<file path="src/sv/mdswl_pkg.sv">
// ----------------------------------------------------------------------------
// mdswl_pkg
// Types and codes shared by the weighted LCS delete-sum block.
// ----------------------------------------------------------------------------
`default_nettype none

package mdswl_pkg;

    localparam int DS_W   = 19;
    localparam int CHAR_W = 8;
    localparam int KIND_W = 2;

    localparam logic [KIND_W-1:0] KIND_LOAD_A  = 2'd0;
    localparam logic [KIND_W-1:0] KIND_LOAD_B  = 2'd1;
    localparam logic [KIND_W-1:0] KIND_COMPUTE = 2'd2;

    typedef enum logic [2:0] {
        S_IDLE,
        S_ROW,
        S_CELL,
        S_FINAL,
        S_OUT
    } state_t;

    typedef struct packed {
        logic load_a;
        logic load_b;
        logic start;
        logic row_start;
        logic cell_step;
        logic next_row;
        logic out_load;
    } cmd_t;

    typedef struct packed {
        logic empty;
        logic i_last;
        logic j_last;
        logic out_free;
    } status_t;

endpackage

`default_nettype wire

</file>
<file path="src/sv/mdswl_ctrl.sv">
// ----------------------------------------------------------------------------
// mdswl_ctrl
// Sequencer: load handshake, row/cell sweep of the table, result hand-off.
// ----------------------------------------------------------------------------
`default_nettype none

module mdswl_ctrl (
    input  wire logic                                clk,
    input  wire logic                                rst_n,
    input  wire logic                                in_valid,
    input  wire logic [mdswl_pkg::KIND_W-1:0]        kind,
    output logic                                     in_stall,
    input  wire mdswl_pkg::status_t                  status,
    output mdswl_pkg::cmd_t                          cmd
);

    mdswl_pkg::state_t state_reg;
    mdswl_pkg::state_t state_next;

    always_ff @(posedge clk or negedge rst_n)
    begin
        if (!rst_n)
        begin
            state_reg <= mdswl_pkg::S_IDLE;
        end
        else
        begin
            state_reg <= state_next;
        end
    end

    always_comb
    begin
        state_next = state_reg;
        unique case (state_reg)
            mdswl_pkg::S_IDLE:
            begin
                if (in_valid && kind == mdswl_pkg::KIND_COMPUTE)
                begin
                    state_next = status.empty ? mdswl_pkg::S_OUT : mdswl_pkg::S_ROW;
                end
            end
            mdswl_pkg::S_ROW:
            begin
                state_next = mdswl_pkg::S_CELL;
            end
            mdswl_pkg::S_CELL:
            begin
                if (status.j_last)
                begin
                    state_next = status.i_last ? mdswl_pkg::S_FINAL : mdswl_pkg::S_ROW;
                end
            end
            mdswl_pkg::S_FINAL:
            begin
                state_next = mdswl_pkg::S_OUT;
            end
            mdswl_pkg::S_OUT:
            begin
                if (status.out_free)
                begin
                    state_next = mdswl_pkg::S_IDLE;
                end
            end
            default:
            begin
                state_next = mdswl_pkg::S_IDLE;
            end
        endcase
    end

    always_comb
    begin
        cmd      = '0;
        in_stall = 1'b1;
        unique case (state_reg)
            mdswl_pkg::S_IDLE:
            begin
                in_stall   = 1'b0;
                cmd.load_a = in_valid && kind == mdswl_pkg::KIND_LOAD_A;
                cmd.load_b = in_valid && kind == mdswl_pkg::KIND_LOAD_B;
                cmd.start  = in_valid && kind == mdswl_pkg::KIND_COMPUTE;
            end
            mdswl_pkg::S_ROW:
            begin
                cmd.row_start = 1'b1;
            end
            mdswl_pkg::S_CELL:
            begin
                cmd.cell_step = 1'b1;
                cmd.next_row  = status.j_last && !status.i_last;
            end
            mdswl_pkg::S_FINAL:
            begin
                cmd = '0;
            end
            mdswl_pkg::S_OUT:
            begin
                cmd.out_load = status.out_free;
            end
            default:
            begin
                cmd = '0;
            end
        endcase
    end

endmodule

`default_nettype wire

</file>
<file path="config.mk">
export PLATFORM = sky130hd
export DESIGN_NAME = mdswl_ctrl
export DESIGN_NICKNAME = d
export VERILOG_FILES = /design/src/sv/mdswl_pkg.sv /design/src/sv/mdswl_ctrl.sv
export SDC_FILE = /design/constraint.sdc
export NUM_CORES = 1
export LEC_CHECK = 0
export BUFFER_PORTS_ARGS = -buffer_cell sky130_fd_sc_hd__clkbuf_2
export CAP_MARGIN = 20
export CORE_AREA = 2 2 39 41
export CTS_CLUSTER_DIAMETER = 200
export DETAILED_ROUTE_END_ITERATION = 16
export DIE_AREA = 0 0 41 43
export PLACE_DENSITY = 0.38
export SYNTH_ARGS = -nofsm -noshare
export SYNTH_HDL_FRONTEND = slang
export SYNTH_SLANG_ARGS = --single-unit
</file>
<file path="constraint.sdc">
create_clock -name clk -period 2.45 [get_ports clk]
set_input_delay 0.245 -clock clk [delete_from_list [all_inputs] [get_ports clk]]
set_output_delay 0.245 -clock clk [all_outputs]
set_load 0.05 [all_outputs]
</file>
==> results by group, run 1 <==
Synth
  • Yosys reg bits: 3
  • Distinct cell type count after synthesis: 19
  • Average size of a mapped cell: 8.71 µm²
  • Register area share after synthesis: 0.308
  • Syn nets: 37
  • Cell taking the most area after synthesis: dfrtp_1
  • Top cell type's share of synthesized area: 0.308
  • Largest cells by area after synthesis: dfrtp_1, nor4b_4, and3b_1
  • Cell area after synthesis: 244 µm²
  • Warnings from Yosys: 0
  • Cell count after synthesis: 28

Worst setup path
  • Worst EP required: 2200 ps
  • Critical path launch point type: register
  • Cell Chain, Critical Path: or3_1 > nor4b_4 > clkbuf_2
  • Top delay family on crit path: simple AND/OR/NAND/NOR gates
  • Max FO, Critical Path: 9
  • WP buf/inv: 1
  • Worst EP arrival: 1720 ps
  • Slowest CP cell: or3_1
  • Critical path class: register to primary output
  • Crit end category: primary output
  • R2R Setup Slk: 1180 ps
  • CP max stage delay: 500 ps

Finish
  • Ant. Diodes: 0
  • Fillers: 162
  • Register area: 75.1 µm²
  • Multi-input combinational cell area: 154 µm²
  • Fraction of layout cells with a size suffix above 1: 0.447
  • Layout overhead on the synthesized area: 51.3%
  • Number of flip-flops in the largest register: 3
  • Nets: 57

Clock tree
  • CTS sink cnt: 3
  • Clk root buf: clkbuf_4
  • PostCTS Resize Cnt: 0
  • H-tree level count: 1
  • Hold-fix buffers, CTS: 1
  • Clk_lat worst skew: 240 ps
  • CTS tree: yes
  • Bufs on Longest Clock Path: 2
  • Post-CTS setup buffer count: 0
  • TritonCTS Buffers: 3
  • Clk pin slew, worst setup/hold paths: 40 ps

Worst hold path
  • Worst min-delay path category: primary input to register

Run
  • Max cap viols: 0

Pwr
  • Peak VDD IR: 0.000359 V
  • Pwr dens: 1090 nW/µm²
  • Leak pwr: 0.194 nW
  • Tot Pwr: 0.401 mW

Place
  • Placer Congestion: 0.654
  • DP HPWL: 462 µm
  • IO Port Bufs: 16

Floorplan
  • Initial Util: 0.176
  • Die H: 43 µm
  • Total core area: 1380 µm²
  • Die width: 41 µm
  • DIE AREA: 1760 µm²
  • Top-Level Pins: 17
  • Cell Rows: 14

Timing
  • Final hold viol count: 0
  • Pins Over Slew Limit: 0
  • Worst Max-Slew Pin Slew: 279 ps
  • Fin crit period: 1970 ps
  • Count of final setup violators: 0
  • Fmax: 0.508 GHz
  • Post-route clock period utilization: 0.804
  • Slew headroom: 0.815
  • TNS Setup: 0 ps
  • Skew final: 9.36 ps
  • RSZ-0062 raised after global routing: false

Status
  • Status: complete, no violations

Drt
  • DR iter-0 viols: 1
  • Number of remaining DRC errors: 0
  • Detail Route Antenna Nets: 0
  • Vias/cell: 4.22
  • First drt pass iteration count: 2
  • Routed length per instance: 9.30 µm
  • Routed WL: 586 µm
  • Via Count: 266

Global routing
  • Initial antenna violation count: 0
  • Largest net degree at the start of global routing: 10
  • Grt ovf: 0
  • Vias in the first global route: 241
  • Gr usage total: 0.0906
  • First-pass GRT wire length: 959 µm
-- metrics by stage --
| stage | instances | hold slack [ps] | area, µm² | worst slack (ps) | utilization |
|---|---|---|---|---|---|
| after floorplan | 28 | -50.6 | 249 | 16.8 | - |
| after global placement | 58 | 44.9 | 333 | 739 | 0.241 |
| after detailed placement | 58 | 45.4 | 333 | 728 | 0.241 |
| after CTS | 63 | 294 | 369 | 470 | 0.267 |
| after global routing | 63 | 298 | 369 | 371 | 0.267 |
| final | 63 | 279 | 369 | 481 | 0.267 |
-- cell usage after synthesis, drive strengths merged --
cell type and instances:
nand2b 2, nor4b 2, a21oi 1, or3 1, nand2 3, a31oi 1
inv 1, o21ai 1, and3b 2, dfrtp 3, a22oi 1, and2b 1
nand3b 1, nor3b 1, nor2 2, buf 2, nor3 3
-- worst reg2reg max path, cell delays in order, from the launching register on --
cell     delay, ps
dfrtp_1        450
or3_1          500
o21ai_0        220
-- layer usage --
metal,vias to the layer above,wire [µm],global-route usage
met5,-,0,0
met4,0,11,0.100
met3,2,46,0.0471
met2,14,270,0.113
met1,113,258,0.0974
li1,137,-,-
-- where the power goes --
| part | total, mW | switching [mW] | internal [mW] |
|---|---|---|---|
| sequential | 0.0936 | 0.0297 | 0.0639 |
| combinational | 0.218 | 0.158 | 0.0599 |
| clock | 0.0891 | 0.0279 | 0.0612 |
| total | 0.401 | 0.216 | 0.185 |
-- logic make-up after synthesis --
| family | synth area share |
|---|---|
| AOI/OAI and AO/OA | 0.0974 |
| DFF | 0.308 |
| and+or+nand+nor | 0.513 |
| buffers and inverters | 0.0820 |
-- layout by cell type (no fill, tap or decap), types with 2 or more instances in the layout --
cell,n
and3b_1,2
nor2_1,2
clkbuf_4,3
nand2b_1,2
nor3_1,3
clkbuf_2,16
nand2_1,3
dfrtp_1,3
-- area by class of cell --
class / count / share of cell area
inverters: 1 / 0.0102
flip-flops and latches: 3 / 0.203
clock buffers: 4 / 0.0712
well taps: 16 / 0.0542
repair buffers: 17 / 0.244
multi-input cells: 22 / 0.417
-- worst paths after layout --
check,from,to,cells past startpoint
max in group asynchronous,rst_n,state_reg[2]$_DFFE_PN0P_,2
min in group asynchronous,rst_n,state_reg[0]$_DFFE_PN0P_,2
worst min register to register,state_reg[2]$_DFFE_PN0P_,state_reg[1]$_DFFE_PN0P_,1
worst max register to register,state_reg[1]$_DFFE_PN0P_,state_reg[2]$_DFFE_PN0P_,2
worst max-delay path,state_reg[1]$_DFFE_PN0P_,cmd[6],3
worst min-delay path,status[3],state_reg[2]$_DFFE_PN0P_,3
Power figures use the tool's default switching activity.
==> run 2, diff against run 1 <==
clock period = 1.9 ns   (was 2.45 ns; I/O delays follow)
==> results by group, run 2 (same netlist as run 1, synthesis figures left out) <==
Finish
  • Fraction of layout cells with a size suffix above 1: 0.500 (+0.0532)
  • Nets: 60 (+5.3%)
  • Most common cell after layout, fill and taps aside: clkbuf_2
  • Ant. Diodes: 0 (unchanged)
  • Layout overhead on the synthesized area: 65.1%
  • Post-Layout Inst Area: 403 µm² (+9.2%)
  • Post-route insts no fill: 66 (+4.8%)
  • Number of flip-flops in the largest register: 3 (unchanged)
  • Post-Route Utilization: 0.291 (+0.0244)
  • Most frequent cells in the layout: clkbuf_2, nand2_1, clkbuf_4, buf_4, dfrtp_1

Run
  • Max cap viols: 0 (unchanged)

Floorplan
  • Die H: 43 µm (unchanged)
  • Top-Level Pins: 17 (unchanged)
  • Total core area: 1380 µm² (unchanged)
  • Die width: 41 µm (unchanged)
  • Initial Util: 0.176 (unchanged)
  • Cell Rows: 14 (unchanged)
  • DIE AREA: 1760 µm² (unchanged)

Clock tree
  • H-tree level count: 1 (unchanged)
  • Clk pin slew, worst setup/hold paths: 30 ps (about the same)
  • Bufs on Longest Clock Path: 2 (unchanged)
  • Clk root buf: clkbuf_4
  • CTS sink cnt: 3 (unchanged)
  • TritonCTS Buffers: 3 (unchanged)
  • Clk_lat worst skew: 230 ps (about the same)
  • CTS tree: yes

Timing
  • Skew final: 1.05 ps (-8.31 ps)
  • Fin crit period: 1820 ps
  • WHS: 245 ps (-34.0 ps)
  • Post-route clock period utilization: 0.956
  • Fmax: 0.550 GHz
  • Final worst slack: 82.9 ps (-398 ps)
  • Pins Over Slew Limit: 0 (unchanged)
  • Worst Max-Slew Pin Slew: 282 ps (+2.97 ps)
  • Slew headroom: 0.813 (-0.00197)
  • Final hold viol count: 0 (unchanged)
  • Count of final setup violators: 0 (unchanged)
  • RSZ-0062 raised after global routing: false

Worst setup path
  • Crit end category: primary output
  • R2r startpoint: state_reg[1]$_DFFE_PN0P_
  • Worst EP arrival: 1630 ps (-90 ps)
  • Worst EP required: 1710 ps (-490 ps)
  • Critical path launch point type: register
  • Critical path class: register to primary output
  • Max FO, Critical Path: 5 (-4)
  • Crit. Startpoint: state_reg[1]$_DFFE_PN0P_

Global routing
  • Grt ovf: 0 (unchanged)
  • Initial antenna violation count: 0 (unchanged)
  • Largest net degree at the start of global routing: 9 (-1)
  • Vias in the first global route: 277 (+15%)
  • Gr usage total: 0.0885 (-0.00210)
  • First-pass GRT wire length: 1.06 mm (+10%)

Place
  • IO Port Bufs: 16 (unchanged)
  • Placed insts: 61 (+5.2%)
  • Dpl cell area: 367 µm² (+10%)
  • Pre-CTS WS: 316 ps (-412 ps)
  • DP HPWL: 550 µm (+19%)
  • Placer Congestion: 0.644 (-1.5%)

Drt
  • Routed WL: 640 µm (+9.2%)
  • Routed length per instance: 9.70 µm (+4.3%)
  • Number of remaining DRC errors: 0 (unchanged)
  • First drt pass iteration count: 4 (+2)
  • Detail Route Antenna Nets: 0 (unchanged)
  • Via Count: 284 (+6.8%)
  • DR iter-0 viols: 1 (unchanged)
  • Vias/cell: 4.30 (+1.9%)

Pwr
  • Leak pwr: 0.213 nW (+9.5%)
  • Peak VDD IR: 0.000526 V (+46%)
  • Pwr dens: 1370 nW/µm² (+26%)

Status
  • Status: complete, no violations

Worst hold path
  • Hold Startpoint: status[3]
  • Worst min-delay path category: primary input to register
-- run 2: changes by cell type in the layout (fill, tap and decap cells not counted) --
cell / before / now
buf_4: 0 / 3
nor3_1: 3 / 2
nor3_4: 0 / 1
-- run 2: area by class of cell --
cell class	instances	area [µm²]
Fill cell	160	981
Timing Repair Buffer	20	113
Sequential cell	3	75.1
Tap cell	16	20.0
Multi-Input combinational cell	22	165
Inverter	1	3.75
Clock buffer	4	26.3
-- run 2: power by group --
group          leakage, nW  total [mW]  switching (mW)  internal (mW)
Sequential          0.0403      0.0915         0.00889         0.0826
Combinational        0.158       0.352           0.249          0.102
Clock               0.0150       0.109          0.0307         0.0785
Total                0.213       0.552           0.289          0.264
-- run 2: critical path: stages, from the launching register on --
cell,delay (ps)
dfrtp_1,360
or3_1,500
nor4b_4,230
clkbuf_2,310
-- run 2: layer usage --
layer  track usage  vias to the layer above  part of all wire
met2         0.144                       12              0.47
li1              -                      143                 -
met5             0                        -                 0
met4        0.0200                        0                 0
met3        0.0471                        0             0.063
met1        0.0971                      129              0.47
-- run 2: path summary, 6_finish.rpt --
kind / to / slack, ps / cells past startpoint
max: cmd[6] / 80 / 3
min: state_reg[2]$_DFFE_PN0P_ / 240 / 3
max reg2reg: state_reg[2]$_DFFE_PN0P_ / 680 / 2
min reg2reg: state_reg[1]$_DFFE_PN0P_ / 580 / 2
max in group asynchronous: state_reg[1]$_DFFE_PN0P_ / 1500 / 2
min in group asynchronous: state_reg[0]$_DFFE_PN0P_ / 290 / 2
-- run 2: timing repair --
item,4_1_cts,5_1_grt
hold endpoints to repair,3,0
gates resized for setup,0,0
buffers inserted,0,0
hold buffers,1,0
-- run 2: through the flow --
stage          total power [mW]  setup TNS, ps
6_report                  0.552              0
5_1_grt                   0.598              0
4_1_cts                   0.564              0
3_5_place_dp              0.447              0
3_3_place_gp              0.446              0
2_1_floorplan             0.371          -6.00
==> run 3, diff against run 2 <==
--- a/config.mk
+++ b/config.mk
@@ -6,5 +6,4 @@
 export NUM_CORES = 1
 export LEC_CHECK = 0
-export BUFFER_PORTS_ARGS = -buffer_cell sky130_fd_sc_hd__clkbuf_2
 export CAP_MARGIN = 20
 export CORE_AREA = 2 2 39 41
@@ -12,5 +11,7 @@
 export DETAILED_ROUTE_END_ITERATION = 16
 export DIE_AREA = 0 0 41 43
-export PLACE_DENSITY = 0.38
+export DONT_BUFFER_PORTS = 1
+export PLACE_DENSITY = 0.3
+export SLEW_MARGIN = 10
 export SYNTH_ARGS = -nofsm -noshare
 export SYNTH_HDL_FRONTEND = slang
==> constraint.sdc (replaced) <==
create_clock -name clk -period 1.9 [get_ports clk]
set_input_delay 0.19 -clock clk [delete_from_list [all_inputs] [get_ports clk]]
set_output_delay 0.19 -clock clk [all_outputs]
set_load 0.005 [all_outputs]
==> results by group, run 3 (same netlist as run 1, synthesis figures left out) <==
Status
  • Status: complete, no violations

Floorplan
  • Cell Rows: 14 (unchanged)
  • Total core area: 1380 µm² (unchanged)
  • Die H: 43 µm (unchanged)
  • Top-Level Pins: 17 (unchanged)
  • Initial Util: 0.176 (unchanged)
  • Die width: 41 µm (unchanged)
  • DIE AREA: 1760 µm² (unchanged)

Clock tree
  • TritonCTS Buffers: 3 (unchanged)
  • Clk_lat worst skew: 230 ps (about the same)
  • CTS tree: yes
  • H-tree level count: 1 (unchanged)
  • Clk root buf: clkbuf_4
  • Bufs on Longest Clock Path: 2 (unchanged)
  • Post-CTS setup buffer count: 0 (unchanged)
  • CTS sink cnt: 3 (unchanged)
  • Clk pin slew, worst setup/hold paths: 40 ps (about the same)

Worst setup path
  • Critical path class: register to primary output
  • R2R Setup Slk: 660 ps (-20 ps)
  • Worst setup path endpoint: cmd[5]
  • R2r startpoint: state_reg[1]$_DFFE_PN0P_
  • WP buf/inv: 0 (-1)
  • Top delay family on crit path: simple AND/OR/NAND/NOR gates
  • Slowest CP cell: or3_1
  • Worst reg2reg path depth: 2 (unchanged)
  • CP max stage delay: 510 ps (about the same)
  • Critical path depth: 2 (-1)
  • Crit end category: primary output
  • R2R Path End: state_reg[2]$_DFFE_PN0P_
  • Max FO, Critical Path: 9 (+4)
  • Worst EP arrival: 1460 ps (-170 ps)
  • Cell Chain, Critical Path: or3_1 > nor3_1
  • Critical path launch point type: register
  • Worst EP required: 1710 ps (about the same)
  • Crit. Startpoint: state_reg[1]$_DFFE_PN0P_

Finish
  • Fraction of layout cells with a size suffix above 1: 0.129 (-0.371)
  • Post-route insts no fill: 47 (-29%)
  • Ant. Diodes: 0 (unchanged)
  • Fillers: 154 (-3.8%)
  • Most frequent cells in the layout: nand2_1, nor3_1, clkbuf_4, dfrtp_1
  • Layout overhead on the synthesized area: 16.4%
  • Nets: 41 (-32%)
  • Number of flip-flops in the largest register: 3 (unchanged)
  • Post-Route Utilization: 0.205 (-0.0859)

Timing
  • Fmax: 0.606 GHz (+10%)
  • RSZ-0062 raised after global routing: false
  • Count of final setup violators: 0 (unchanged)
  • Fin crit period: 1650 ps (-168 ps)
  • Skew final: 1.20 ps (+0.146 ps)
  • Worst Max-Slew Pin Slew: 322 ps (+40.4 ps)
  • Post-route clock period utilization: 0.868 (-0.0884)
  • WHS: 102 ps (-143 ps)
  • Pins Over Slew Limit: 0 (unchanged)
  • TNS Setup: 0 ps (unchanged)
  • Final hold viol count: 0 (unchanged)
  • Slew headroom: 0.785 (-0.0282)

Place
  • Placed insts: 42 (-31%)
  • Placer Congestion: 0.712 (+10%)
  • IO Port Bufs: 0 (-16)
  • DP HPWL: 433 µm (-21%)

Global routing
  • Vias in the first global route: 222 (-20%)
  • Grt ovf: 0 (unchanged)
  • Largest net degree at the start of global routing: 10 (+1)
  • Initial antenna violation count: 0 (unchanged)
  • First-pass GRT wire length: 848 µm (-20%)
  • Gr usage total: 0.0765 (-0.0120)

Drt
  • Detail Route Antenna Nets: 0 (unchanged)
  • DR iter-0 viols: 4 (+3)
  • Routed WL: 557 µm (-13%)
  • Vias/cell: 4.36 (+1.4%)
  • Number of remaining DRC errors: 0 (unchanged)
  • First drt pass iteration count: 3 (-1)
  • Via Count: 205 (-28%)
  • Routed length per instance: 11.9 µm (+22%)

Worst hold path
  • Worst min-delay path category: primary input to register

Pwr
  • Peak VDD IR: 0.000324 V (-38%)
  • Tot Pwr: 0.333 mW (-40%)
  • Pwr dens: 1170 nW/µm² (-14%)
  • Leak pwr: 0.121 nW (-43%)

Run
  • Max cap viols: 0 (unchanged)
-- run 3: cell count changes in the layout (fill, tap and decap cells not counted) --
cell | previous run | this run
nor3b_2 | 1 | 0
nor3_1 | 2 | 3
nor3_4 | 1 | 0
nor3b_1 | 0 | 1
clkbuf_2 | 16 | 0
buf_4 | 3 | 0
-- run 3: worst min-delay path by stage --
stage,cells after the start,startpoint,end,slack (ps)
2_1_floorplan,0,rst_n,state_reg[0]$_DFFE_PN0P_,-110
3_3_place_gp,0,rst_n,state_reg[2]$_DFFE_PN0P_,-110
6_report,2,status[3],state_reg[2]$_DFFE_PN0P_,100
4_1_cts,2,status[3],state_reg[2]$_DFFE_PN0P_,90
3_5_place_dp,0,rst_n,state_reg[2]$_DFFE_PN0P_,-110
5_1_grt,2,status[3],state_reg[2]$_DFFE_PN0P_,110
-- run 3: cell type report --
class / instances / area (µm²) / share of cell area
multi-input cells: 22 / 149 / 0.524
flip-flops and latches: 3 / 75.1 / 0.264
clock buffers: 4 / 26.3 / 0.0925
well taps: 16 / 20.0 / 0.0705
repair buffers: 1 / 10.0 / 0.0352
inverters: 1 / 3.75 / 0.0132
-- run 3: stage by stage --
step | setup WS [ps] | cell area [µm²]
after floorplan | 523 | 244
after global placement | 483 | 248
after detailed placement | 483 | 248
after CTS | 224 | 284
after global routing | 146 | 284
final | 251 | 284
-- run 3: report_power, final --
group          total [mW]  internal (mW)  switching [mW]
sequential          0.119         0.0825          0.0364
clock               0.113         0.0788          0.0346
combinational       0.101         0.0456          0.0556
-- run 3: metal layers --
layer / global-route usage / vias to the layer above / part of all wire
met5: 0 / - / 0
met4: 0.100 / 0 / 0
met3: 0.0314 / 0 / 0.12
met2: 0.0906 / 10 / 0.54
met1: 0.0844 / 91 / 0.34
li1: - / 104 / -
-- run 3: repair_timing --
| action | CTS | global route |
|---|---|---|
| hold buffers | 1 | 0 |
| resized for setup | 0 | 0 |
| endpoints found under the hold margin | 3 | 0 |
